[config.mk]
export PLATFORM = sky130hd
export DESIGN_NAME = htd_front
export DESIGN_NICKNAME = d
export VERILOG_FILES = /design/src/htd_pkg.sv /design/src/htd_front.sv
export SDC_FILE = /design/constraint.sdc
export NUM_CORES = 1
export LEC_CHECK = 0
export ABC_AREA = 1
export BUFFER_PORTS_ARGS = -buffer_cell sky130_fd_sc_hd__buf_2
export CAP_MARGIN = 20
export CORE_MARGIN = 2
export CORE_UTILIZATION = 35
export CTS_BUF_LIST = sky130_fd_sc_hd__clkbuf_2 sky130_fd_sc_hd__clkbuf_4 sky130_fd_sc_hd__clkbuf_8
export DETAILED_ROUTE_END_ITERATION = 6
export SKIP_LAST_GASP = 1
export SYNTH_ARGS = -nofsm -noshare
export SYNTH_HDL_FRONTEND = slang
export SYNTH_SLANG_ARGS = --single-unit
[constraint.sdc]
create_clock -name clk -period 4 [get_ports clk]
set_clock_uncertainty 0.05 [all_clocks]
set_input_delay 0.2 -clock clk [delete_from_list [all_inputs] [get_ports clk]]
set_output_delay 0.2 -clock clk [all_outputs]
set_load 0.02 [all_outputs]
[src/htd_pkg.sv]
package htd_pkg;

	localparam int MAX_ENTRIES = 256;
	localparam int IDX_W = $clog2(MAX_ENTRIES);
	localparam int CNT_W = $clog2(MAX_ENTRIES + 1);
	localparam int ACC_W = 19;
	localparam int CODE_W = 31;
	localparam int LEN_W = 5;
	localparam int SYM_W = 16;
	localparam logic [LEN_W-1:0] GIVE_UP_LEN = LEN_W'(ACC_W);

	localparam logic [1:0] OP_ADD = 2'd0;
	localparam logic [1:0] OP_CLEAR = 2'd1;
	localparam logic [1:0] OP_DECODE = 2'd2;

	localparam logic [1:0] ST_ADDED = 2'd0;
	localparam logic [1:0] ST_FULL = 2'd1;
	localparam logic [1:0] ST_DECODED = 2'd2;
	localparam logic [1:0] ST_NOT_FOUND = 2'd3;

	typedef struct packed {
		logic [1:0] op;
		logic [CODE_W-1:0] entry_code;
		logic [LEN_W-1:0] entry_length;
		logic [SYM_W-1:0] symbol_value;
		logic bit_in;
	} cmd_t;

	typedef struct packed {
		logic [1:0] status;
		logic [SYM_W-1:0] symbol;
	} rsp_t;

	typedef struct packed {
		logic [CODE_W-1:0] code;
		logic [LEN_W-1:0] len;
		logic [SYM_W-1:0] sym;
	} entry_t;

	typedef struct packed {
		logic busy;
		logic [1:0] oq_cnt;
	} back_stat_t;

endpackage

[src/htd_front.sv]
module htd_front (
	input logic clk,
	input logic arst_n,
	input logic push,
	output logic full,
	input htd_pkg::cmd_t cmd,
	output logic fq_empty,
	input logic fq_pop,
	output htd_pkg::cmd_t fq_head
);

	htd_pkg::cmd_t buf_q [2];
	logic wptr_q;
	logic rptr_q;
	logic [1:0] cnt_q;
	logic wr;

	assign full = (cnt_q == 2'd2);
	assign fq_empty = (cnt_q == 2'd0);
	assign fq_head = buf_q[rptr_q];
	// unused op code is dropped here
	assign wr = push && !full && (cmd.op == htd_pkg::OP_ADD || cmd.op == htd_pkg::OP_CLEAR ||
		cmd.op == htd_pkg::OP_DECODE);

	always_ff @(posedge clk) begin
		if (wr) begin
			buf_q[wptr_q] <= cmd;
		end
	end

	always_ff @(posedge clk or negedge arst_n) begin
		if (!arst_n) begin
			wptr_q <= 1'b0;
			rptr_q <= 1'b0;
			cnt_q <= 2'd0;
		end else begin
			if (wr) wptr_q <= !wptr_q;
			if (fq_pop) rptr_q <= !rptr_q;
			cnt_q <= cnt_q + 2'(wr) - 2'(fq_pop);
		end
	end

endmodule

Word level (Yosys, flattened, before mapping)
Memory sizes are Yosys's and may differ from the RTL's.
Cells that the tools add are included.

word-level totals
  flip-flop bits (word level) = 4
  RAM bits = 110
  input bits = 59
  output and inout bits = 57
  word-level logic and storage cells = 20
  memories kept = 1

memory list
  name   depth  bits a word  read ports  clocked after memory_dff  wr ports  RTL line         RTL
  buf_q  2      55           1           0                         1         htd_front.sv:12  htd_pkg::cmd_t buf_q [2];

operators by class
  add/sub/neg operators = 2
  eq/ne operators = 3
  mux-type cells = 2
  reduce and logical (&&, ||, !) cells = 9

operators with widths
  kind                                                 number
  equality test 2 bit, second input constant           2
  logical NOT 2 bit                                    2
  logical NOT 1 bit                                    3
  adder 2 x 1 -> 2 bit                                 1
  equality test 2 x 1 -> 1 bit, second input constant  1
  logical AND 1 bit                                    2
  logical OR 1 bit                                     2
  two-way mux 1 bit                                    2
  subtractor 2 x 1 -> 2 bit                            1

Logic depth before layout (Yosys ltp)
Gate-level depths: netlist of run 1.

  depth in word-level cells = 6
  depth in mapped cells = 9
  gate-level depth less buffers = 9

Least setup slack after synthesis of run 1
OpenSTA, ideal clock, no wires.

  path type = register to register
  start = register cnt_q[1]
  end = memory buf_q[1][0] in the netlist's numbering (enable)
  library setup time = 0.468 ns
  arrival = 2.912 ns
  data required time = 3.482 ns
  path slack = 0.570 ns
  stages on the path, launching flop included = 4
  buffers on the path = 0
  period minus slack after synthesis = 3.430 ns
  path through = dfrtp_1 nand2_1 nand3_1 nor2_1

on the way
  longest elaborated chain between the ends = 6

ends and longest elaborated chain
  element                                  RTL line         RTL
  start, declared                          htd_front.sv:15  logic [1:0] cnt_q;
  start signal, assigned                   htd_front.sv:39  cnt_q <= cnt_q + 2'(wr) - 2'(fq_pop);
  equality test 2 bit                      htd_front.sv:18  assign full = (cnt_q == 2'd2);
  logical NOT 1 bit                        htd_front.sv:22  assign wr = push && !full && (cmd.op == htd_pkg::OP_ADD || cmd.op == htd_pkg::OP_CLEAR ||
  logical AND 1 bit (2 in a row)           htd_front.sv:22
  two-way mux 1 bit                        htd_front.sv:26  if (wr) begin
  two-way mux 1 bit (not written as such)  htd_front.sv:27  buf_q[wptr_q] <= cmd;
  end, declared                            htd_front.sv:12

No other way between the ends.

Worst setup path in the final report of run 1
  start = input port cmd[54] in the netlist's numbering
  end = memory buf_q[1][35] in the netlist's numbering (enable)

on the way
  longest elaborated chain between the ends = 6
  elaborated cells on any way between the ends = 8
  classes of those cells = 2 x eq/ne; 2 x mux; 4 x reduce/logical

ends and longest elaborated chain
  element                                                            RTL line         RTL
  start, declared                                                    htd_front.sv:6   input htd_pkg::cmd_t cmd,
  equality test 2 x 1 -> 1 bit or logical NOT 2 bit (tied branches)  htd_front.sv:22
  logical OR 1 bit                                                   htd_front.sv:22
  logical OR 1 bit (*)                                               htd_front.sv:22
  logical AND 1 bit (*)                                              htd_front.sv:22
  two-way mux 1 bit (*)                                              htd_front.sv:26
  two-way mux 1 bit (not written as such) (*)                        htd_front.sv:27

Every way passes the cells marked *; elsewhere a longest branch is shown, timed or not.

==> results of run 1 <==
## power groups by stage
stage / clock (uW) / combinational, uW / sequential [uW]
after floorplan: 0 / 917 / 1640
after global placement: 0 / 1120 / 1780
after detailed placement: 0 / 1150 / 1790
after CTS: 1290 / 1200 / 1760
after global routing: 1350 / 1290 / 1800
final: 1260 / 1180 / 1760
## layer usage
layer	track usage	routed length, um	vias to the layer above
li1	-	-	1425
met1	0.141	3480	1314
met2	0.233	4400	70
met3	0.0474	347	8
met4	0.0482	92	0
met5	0	0	-
## repair_timing
action,CTS,global route
hold endpoints to repair,115,0
endpoints found under the setup margin,0,0
hold buffers,57,0
## cells in the final DEF, fill, tap and decap left out, drive strengths merged
master       count
buf            119
bufinv           6
clkbuf          20
clkinv           4
clkinvlp         2
dfrtp            4
dlygate4sd3     57
edfxtp         110
ha               2
inv             63
nand2           64
nand3            2
nand4            1
nor2             2
o21ai           55
xor2             1
## stage by stage
| step | hold WS, ps | cells |
|---|---|---|
| 4_1_cts | 50.3 | 680 |
| 3_5_place_dp | -40.5 | 591 |
| 2_1_floorplan | -146 | 316 |
| 3_3_place_gp | -36.8 | 590 |
| 6_report | 80.9 | 680 |
| 5_1_grt | 54.1 | 680 |
## state kept, by name, indices dropped and copies added (netlist names)
name	flops
rptr_q	1
cnt_q	2
buf_q	110
wptr_q	1
## final timing paths
path	start	endpoint	slack, ps	depth (start not counted)
setup / recovery	cmd[54]	buf_q[1][35]	1720	6
hold / removal	arst_n	rptr_q	80	2
setup reg to reg	cnt_q[1]	buf_q[1][35]	1760	4
hold reg to reg	wptr_q	wptr_q	440	2
max in group asynchronous	arst_n	rptr_q	3680	2
min in group clk	push	wptr_q	100	3
## worst max-delay path, stage by stage
cell and delay, ps:
dlygate4sd3_1 540, buf_2 140, nand2_1 70, nand3_1 160
nor2_4 660, buf_4 500
## kinds of logic (layout without fill, tap and decap cells)
logic type                 after synthesis  in the layout  synth area share
DFF                                    114            114             0.786
buffers and inverters                   75            271            0.0815
and+or+nand+nor                         69             69            0.0610
AOI/OAI and AO/OA                       55             55            0.0636
adders and majority gates                2              2           0.00578
xor gates and xnor gates                 1              1           0.00202
## layout make-up
cell class / count / area share
tap: 168 / 0.0345
clock inverter: 12 / 0.0347
sequential: 114 / 0.559
clock buffer: 20 / 0.0421
multi-input combinational: 127 / 0.0953
timing repair buffer: 176 / 0.195
inverter: 63 / 0.0388
==> metrics.md, run 1 <==
| Metric | Value |
|---|---|
| Post-synthesis cell type count | 14 |
| TritonCTS Buffers | 17 |
| Area leader, netlist | edfxtp_1 |
| Syn Nets | 377 |
| Worst slew pin tran | 979 ps |
| Share of cells above drive strength 1 | 0.295 |
| IO buf count | 115 |
| Critical path class | primary input to register |
| Die ar. | 13300 um^2 |
| FFs w/ async S/R, synth | 0.0351 |
| Drt drc | 0 |
| Filler cells | 1061 |
| Post-CTS setup buffers | 0 |
| Required time worst endpoint | 4010 ps |
| GRT Total Usage | 0.130 |
| Gpl congestion | 0.716 |
| I/O pins | 116 |
| Post-synth EDFFs | 110 |
| Most common cell in the netlist | edfxtp_1 |
| Path type of the worst min-delay path | primary input to asynchronous set/reset pin |
| Fin. Hold Viols | 0 |
| Top cells by count, synth | 110 x edfxtp_1, 64 x nand2_1, 63 x inv_1 |
| H-tree depth | 4 |
| Peak VDD IR | 403 uV |
| CP Max Fanout | 29 |
| Max frequency | 0.439 GHz |
| Routed WL | 8320 um |
| Drt first pass iters | 4 |
| Clk Latency, worst-skew pair | 400 ps |
| Most used DFF post-synth | edfxtp_1 |
| Die H | 115 um |
| CORE AREA | 12100 um^2 |
| Comb power frac | 0.281 |
| Root buffer cell | clkbuf_8 |
| Critical Path Source Type | primary input |
| Syn avg cell area | 13.7 um^2 |
| Status | completed |
| Fin crit share | 0.569 |
| Worst slew margin | 0.347 |
| Drt wl/cell | 12.2 um |
| CTS tree | done |
| Wire length of the first global-routing pass | 12800 um |
| Largest cells by area after synthesis | edfxtp_1 76%, nand2_1 5.5%, inv_1 5.5%, o21ai_0 5.2%, buf_6 2.3% |
| Area of the multi-input gates | 581 um^2 |
| # diodes | 0 |
| Power, Total | 4190 uW |
| Kind of end point of the critical path | register |
| Crit path DAT | 2290 ps |
| Sw power | 1410 uW |
| Die Width | 115 um |
| Total clock sinks | 114 |
| Final core utilization | 0.505 |
| Nets | 560 |
| Remaining antenna violation count after routing | 0 |
| Sequential share of power | 0.419 |
| Initial antenna violation count | 0 |
| Area of the mapped netlist | 4330 um^2 |
| Via density | 4.14 |
| Num rows | 40 |
| Post-CTS Resized | 0 |
| Initial Utilization | 0.359 |
| Cell Pwr Density | 688 nW/um^2 |
| Area grow syn2layout | 40.7% |
| Register area share after synthesis | 0.786 |
| Clock network power share | 0.300 |
| Reg area | 3410 um^2 |
| Clock slew at reported path FFs | 60 ps |
| P_leak | 0.00260 uW |
| Final setup fails | 0 |
| Switching Share | 0.337 |
| Final TNS setup | 0 ps |
| Cells after synthesis | 316 |
| Internal power | 2780 uW |
| Clock Tree Buf Depth | 2 |
| Syn. warnings | 0 |
| Pre-CTS WS | 1690 ps |
| Final WS setup | 1720 ps |
| Largest net degree at the start of global routing | 112 |
| Via count | 2817 |
| Initial DRC Count | 108 |
| Post-layout min period | 2280 ps |
| Max-cap check violation count | 0 |
| Finished Cell Area | 6090 um^2 |
| Dpl hpwl | 5010 um |
| Gr ovfl total | 0 |
| Synth top area share | 0.763 |
| Synth Register Bits | 114 |
| Vias in the first global route | 2773 |
| Pins over their slew limit | 0 |
| Placed inst area | 5050 um^2 |
| RSZ-0062 raised after global routing | no |
(Power assumes the default switching activity.)
==> run 2, diff against run 1 <==
==> constraint.sdc (replaced) <==
create_clock -name clk -period 2.3 [get_ports clk]
set_clock_uncertainty 0.05 [all_clocks]
set_input_delay 0.115 -clock clk [delete_from_list [all_inputs] [get_ports clk]]
set_output_delay 0.115 -clock clk [all_outputs]
set_load 0.02 [all_outputs]
==> run 2 against run 1 <==
Against the previous run: clock-buffer cell count unchanged; clock power is 41% higher; sequential power rose by 65%; critical path type is now register to output pin; core utilization decreased by 0.49 points.
==> metrics.md, run 2 (same netlist as run 1, synthesis figures left out) <==
| Metric | Value |
|---|---|
| P_leak | 0.00258 uW (was 0.00260 uW) |
| Post-CTS Resized | 0 (unchanged) |
| Nets | 564 (was 560) |
| Largest net degree at the start of global routing | 55 (was 112) |
| Commonest non-fill, non-tap cells in the layout | 115 x buf_2, 110 x edfxtp_1, 64 x nand2_1 (unchanged) |
| Top layer in use | met4 (unchanged) |
| Worst Hold Depth | 2 |
| Metal-1 WL | 3400 um (was 3480 um) |
| Pins over their slew limit | 0 (unchanged) |
| Wire length of the first global-routing pass | 12700 um (was 12800 um) |
| Largest register FFs | 110 (unchanged) |
| Met2 wire len | 4250 um (was 4400 um) |
| Die ar. | 13300 um^2 (unchanged) |
| Initial Utilization | 0.359 (unchanged) |
| Reg with most FFs | buf_q (unchanged) |
| Post-CTS setup buffers | 0 (unchanged) |
| Via density | 4.09 (was 4.14) |
| Drt first pass iters | 4 (unchanged) |
| Commonest non-fill, non-tap cell in the layout | buf_2 (unchanged) |
| Fin. Hold Viols | 0 (unchanged) |
| CTS tree | done (unchanged) |
| Cts hold-fix bufs | 59 (was 57) |
| Dpl cells | 593 (was 591) |
| Max-cap check violation count | 0 (unchanged) |
| Peak VDD IR | 709 uV (was 403 uV) |
| H-tree depth | 4 (unchanged) |
| Drt wl/cell | 12.1 um (was 12.2 um) |
| Critical path class | register to output pin (was primary input to register) |
| Routed WL | 8270 um (was 8320 um) |
| Die H | 115 um (unchanged) |
| Gpl congestion | 0.733 (was 0.716) |
| Worst slew pin tran | 394 ps (was 979 ps) |
| Worst slew margin | 0.737 (was 0.347) |
| Critical Path Source Type | register (was primary input) |
| Die Width | 115 um (unchanged) |
| Largest registers | buf_q x110, cnt_q x2 (unchanged) |
| Clk Latency, worst-skew pair | 420 ps (was 400 ps) |
| Final Non-Filler Cells | 682 (was 680) |
| Cell Pwr Density | 1150 nW/um^2 (was 688 nW/um^2) |
| TritonCTS Buffers | 17 (unchanged) |
| Drt drc | 0 (unchanged) |
| RSZ-0062 raised after global routing | no (unchanged) |
| Root buffer cell | clkbuf_8 (unchanged) |
| Remaining antenna violation count after routing | 0 (unchanged) |
| Fin crit share | 0.851 |
| Path type of the worst min-delay path | primary input to register (was primary input to asynchronous set/reset pin) |
| Clock Tree Buf Depth | 2 (unchanged) |
| Total clock sinks | 114 (unchanged) |
| GRT Total Usage | 0.131 (was 0.130) |
| Status | completed (unchanged) |
| Dpl hpwl | 5190 um (was 5010 um) |
| Reg2reg path depth | 4 (unchanged) |
| Share of cells above drive strength 1 | 0.288 (was 0.295) |
| Finished Cell Area | 6030 um^2 (was 6090 um^2) |
| Initial DRC Count | 117 (was 108) |
| Area grow syn2layout | 39.3% (was 40.7%) |
| Num rows | 40 (unchanged) |
| Gr ovfl total | 0 (unchanged) |
| Crit path DAT | 1790 ps (was 2290 ps) |
| IO buf count | 115 (unchanged) |
| Vias in the first global route | 2770 (was 2773) |
| Post-layout min period | 1960 ps |
| CORE AREA | 12100 um^2 (unchanged) |
| Placed inst area | 5070 um^2 (was 5050 um^2) |
| Final TNS setup | 0 ps (unchanged) |
| Required time worst endpoint | 2130 ps (was 4010 ps) |
| Max frequency | 0.511 GHz |
| # diodes | 0 (unchanged) |
| WL met3 | 467 um (was 347 um) |
| Kind of end point of the critical path | output pin (was register) |
| I/O pins | 116 (unchanged) |
| Via count | 2792 (was 2817) |
| Clock slew at reported path FFs | 70 ps (was 60 ps) |
| Initial antenna violation count | 0 (unchanged) |
| Final setup fails | 0 (unchanged) |
| CP Max Fanout | 54 (was 29) |
[run 2: cell types whose count changed in the layout (fill, tap and decap cells not counted)]
cell | previous run | this run
buf_4 | 3 | 5
bufinv_16 | 6 | 3
clkinv_1 | 3 | 6
clkinvlp_4 | 2 | 0
dlygate4sd3_1 | 57 | 59
[run 2: final cells by class]
| class | instances | area, um^2 |
|---|---|---|
| Inverter | 63 | 236 |
| Sequential cell | 114 | 3410 |
| Timing Repair Buffer | 180 | 1220 |
| Fill cell | 1055 | 6030 |
| Clock buffer | 20 | 256 |
| Multi-Input combinational cell | 127 | 581 |
| Clock inverter | 10 | 118 |
| Tap cell | 168 | 210 |
[run 2: routing by layer]
metal	track usage	vias to the layer above
li1	-	1433
met1	0.143	1267
met2	0.221	81
met3	0.0485	11
met4	0.0723	0
met5	0	-
[run 2: stage by stage]
| stage | hold WS, ps | util | setup slack, ps | total power (uW) |
|---|---|---|---|---|
| 2_1_floorplan | -231 | - | 170 | 4450 |
| 3_3_place_gp | -125 | 0.420 | 748 | 5110 |
| 3_5_place_dp | -124 | 0.420 | 678 | 5160 |
| 4_1_cts | 321 | 0.500 | 278 | 7040 |
| 5_1_grt | 332 | 0.500 | 226 | 7350 |
| 6_report | 364 | 0.500 | 343 | 6920 |
[run 2: worst max-delay path, cell delays in order (launching register included)]
cell and delay [ps]:
dfrtp_4 630, buf_12 240, o21ai_0 260, buf_2 220
[run 2: worst paths after layout]
check                               from      endpoint  slack, ps
max in group asynchronous         arst_n        rptr_q       1470
worst max-delay path              rptr_q    fq_head[0]        340
worst min-delay path              cmd[4]   buf_q[0][4]        360
min in group asynchronous         arst_n        wptr_q        540
worst max register to register  cnt_q[1]  buf_q[1][27]        700
worst min register to register    wptr_q        wptr_q        420
[run 2: power breakdown]
group          internal [uW]  total [uW]  switching [uW]
Sequential              2720        2900             171
Clock                   1070        1780             714
Combinational            716        2240            1520
Total                   4510        6920            2410
==> run 3, diff against run 2 <==
==> constraint.sdc (replaced) <==
create_clock -name clk -period 2.1 [get_ports clk]
set_clock_uncertainty 0.05 [all_clocks]
set_input_delay 0.105 -clock clk [delete_from_list [all_inputs] [get_ports clk]]
set_output_delay 0.105 -clock clk [all_outputs]
set_load 0.02 [all_outputs]
==> run 3 against run 2 <==
Against the previous run: first-iteration DRC count rose by 44%; die area did not move; flip-flop and latch count did not move; total power rose by 3.7%; largest power group unchanged; register-to-register slack got worse by 220 ps; critical path depth did not move; critical path type unchanged; hold slack got worse by 8.6 ps.
==> metrics.md, run 3 (same netlist as run 1, synthesis figures left out) <==
| Metric | Value |
|---|---|
| Vias in the first global route | 2831 (was 2770) |
| Fin crit share | 0.878 |
| Num rows | 40 (unchanged) |
| Remaining antenna violation count after routing | 0 (unchanged) |
| Crit path DAT | 1690 ps (was 1790 ps) |
| # diodes | 0 (unchanged) |
| Commonest non-fill, non-tap cells in the layout | 115 x buf_2, 110 x edfxtp_1, 64 x nand2_1 (unchanged) |
| Gr ovfl total | 0 (unchanged) |
| Final hold slack | 355 ps (was 364 ps) |
| Critical Path Source Type | register (unchanged) |
| Largest register FFs | 110 (unchanged) |
| Crit-path max cell delay | 480 ps (was 630 ps) |
| Die Width | 115 um (unchanged) |
| Initial DRC Count | 168 (was 117) |
| Final setup fails | 0 (unchanged) |
| RSZ-0062 raised after global routing | no (unchanged) |
| Cts hold-fix bufs | 59 (unchanged) |
| Clock slew at reported path FFs | 60 ps (was 70 ps) |
| GRT Total Usage | 0.131 (about the same) |
| Placed inst area | 5060 um^2 (was 5070 um^2) |
| Cell Pwr Density | 1210 nW/um^2 (was 1150 nW/um^2) |
| Fin. Hold Viols | 0 (unchanged) |
| Drt wl/cell | 12.0 um (was 12.1 um) |
| Worst slew pin tran | 402 ps (was 394 ps) |
| Final TNS setup | 0 ps (unchanged) |
| Final Non-Filler Cells | 677 (was 682) |
| Nets | 563 (was 564) |
| Largest net degree at the start of global routing | 112 (was 55) |
| Max frequency | 0.543 GHz |
| Power, Total | 7170 uW (was 6920 uW) |
| Total clock sinks | 114 (unchanged) |
| Critical path class | register to output pin (unchanged) |
| IO buf count | 115 (unchanged) |
| Status | completed (unchanged) |
| Largest registers | buf_q x110, cnt_q x2 (unchanged) |
| Drt drc | 0 (unchanged) |
| Root buffer cell | clkbuf_8 (unchanged) |
| Gpl congestion | 0.745 (was 0.733) |
| Die ar. | 13300 um^2 (unchanged) |
| Dpl cells | 592 (was 593) |
| Routed WL | 8160 um (was 8270 um) |
| Commonest non-fill, non-tap cell in the layout | buf_2 (unchanged) |
| Post-CTS Resized | 0 (unchanged) |
| Pins over their slew limit | 0 (unchanged) |
| Clk Latency, worst-skew pair | 420 ps (about the same) |
| P_leak | 0.00254 uW (was 0.00258 uW) |
| CTS tree | done (unchanged) |
| Post-layout min period | 1840 ps |
| Share of cells above drive strength 1 | 0.287 (was 0.288) |
| Post-CTS setup buffers | 0 (unchanged) |
| Peak VDD IR | 850 uV (was 709 uV) |
| Dpl hpwl | 4930 um (was 5190 um) |
| CP Max Fanout | 111 (was 54) |
| Initial Utilization | 0.359 (unchanged) |
| Max-cap check violation count | 0 (unchanged) |
| Drt first pass iters | 4 (unchanged) |
| Reg with most FFs | buf_q (unchanged) |
| Kind of end point of the critical path | output pin (unchanged) |
| Initial antenna violation count | 0 (unchanged) |
| Worst path slowest cell | dfrtp_4 (unchanged) |
| Die H | 115 um (unchanged) |
| I/O pins | 116 (unchanged) |
| Via count | 2814 (was 2792) |
| Clock Tree Buf Depth | 2 (unchanged) |
| Crit path cell chain | buf_12 > o21ai_0 > buf_2 (unchanged) |
| TritonCTS Buffers | 17 (unchanged) |
| H-tree depth | 4 (unchanged) |
| Via density | 4.16 (was 4.09) |
| CORE AREA | 12100 um^2 (unchanged) |
| Path type of the worst min-delay path | primary input to register (unchanged) |
| Wire length of the first global-routing pass | 12900 um (was 12700 um) |
| Required time worst endpoint | 1950 ps (was 2130 ps) |
| Area grow syn2layout | 37.3% (was 39.3%) |
| Worst slew margin | 0.732 (was 0.737) |
| Finished Cell Area | 5940 um^2 (was 6030 um^2) |
[run 3: layout make-up]
cell class | count | area [um^2]
multi-input cells | 127 | 581
clock inverters | 4 | 16.3
well taps | 168 | 210
flip-flops and latches | 114 | 3410
inverters | 63 | 240
clock buffers | 22 | 272
fillers | 1055 | 6120
repair buffers | 179 | 1220
[run 3: critical path: cells and delay by family (launching register included)]
kind                   cells  cell delay (ps)
buffers and inverters      2              470
AOI/OAI and AO/OA          1              320
DFF                        1              480
[run 3: power breakdown]
group          total, uW  leakage, uW  internal, uW  switching, uW
Clock               1560     0.000154           822            735
Sequential          3090      0.00106          2990            102
Combinational       2530      0.00132           775           1750
Total               7170      0.00254          4580           2590
[run 3: worst paths after layout]
path | from | end | slack (ps) | depth (start not counted)
min reg2reg | wptr_q | wptr_q | 450 | 2
max in group asynchronous | arst_n | rptr_q | 1260 | 3
min in group asynchronous | arst_n | wptr_q | 540 | 3
max | rptr_q | fq_head[1] | 260 | 3
min | cmd[48] | buf_q[0][48] | 360 | 2
max reg2reg | cnt_q[1] | buf_q[1][27] | 480 | 4
[run 3: through the flow]
stage          setup WS (ps)  utilization
6_report                 257        0.493
3_3_place_gp             564        0.420
4_1_cts                  213        0.493
3_5_place_dp             468        0.420
5_1_grt                  157        0.493
2_1_floorplan            167            -
[run 3: metal layers]
layer	track usage	wire, um
met3	0.0548	463
met1	0.142	3450
met5	0	0
met2	0.223	4100
met4	0.0627	144
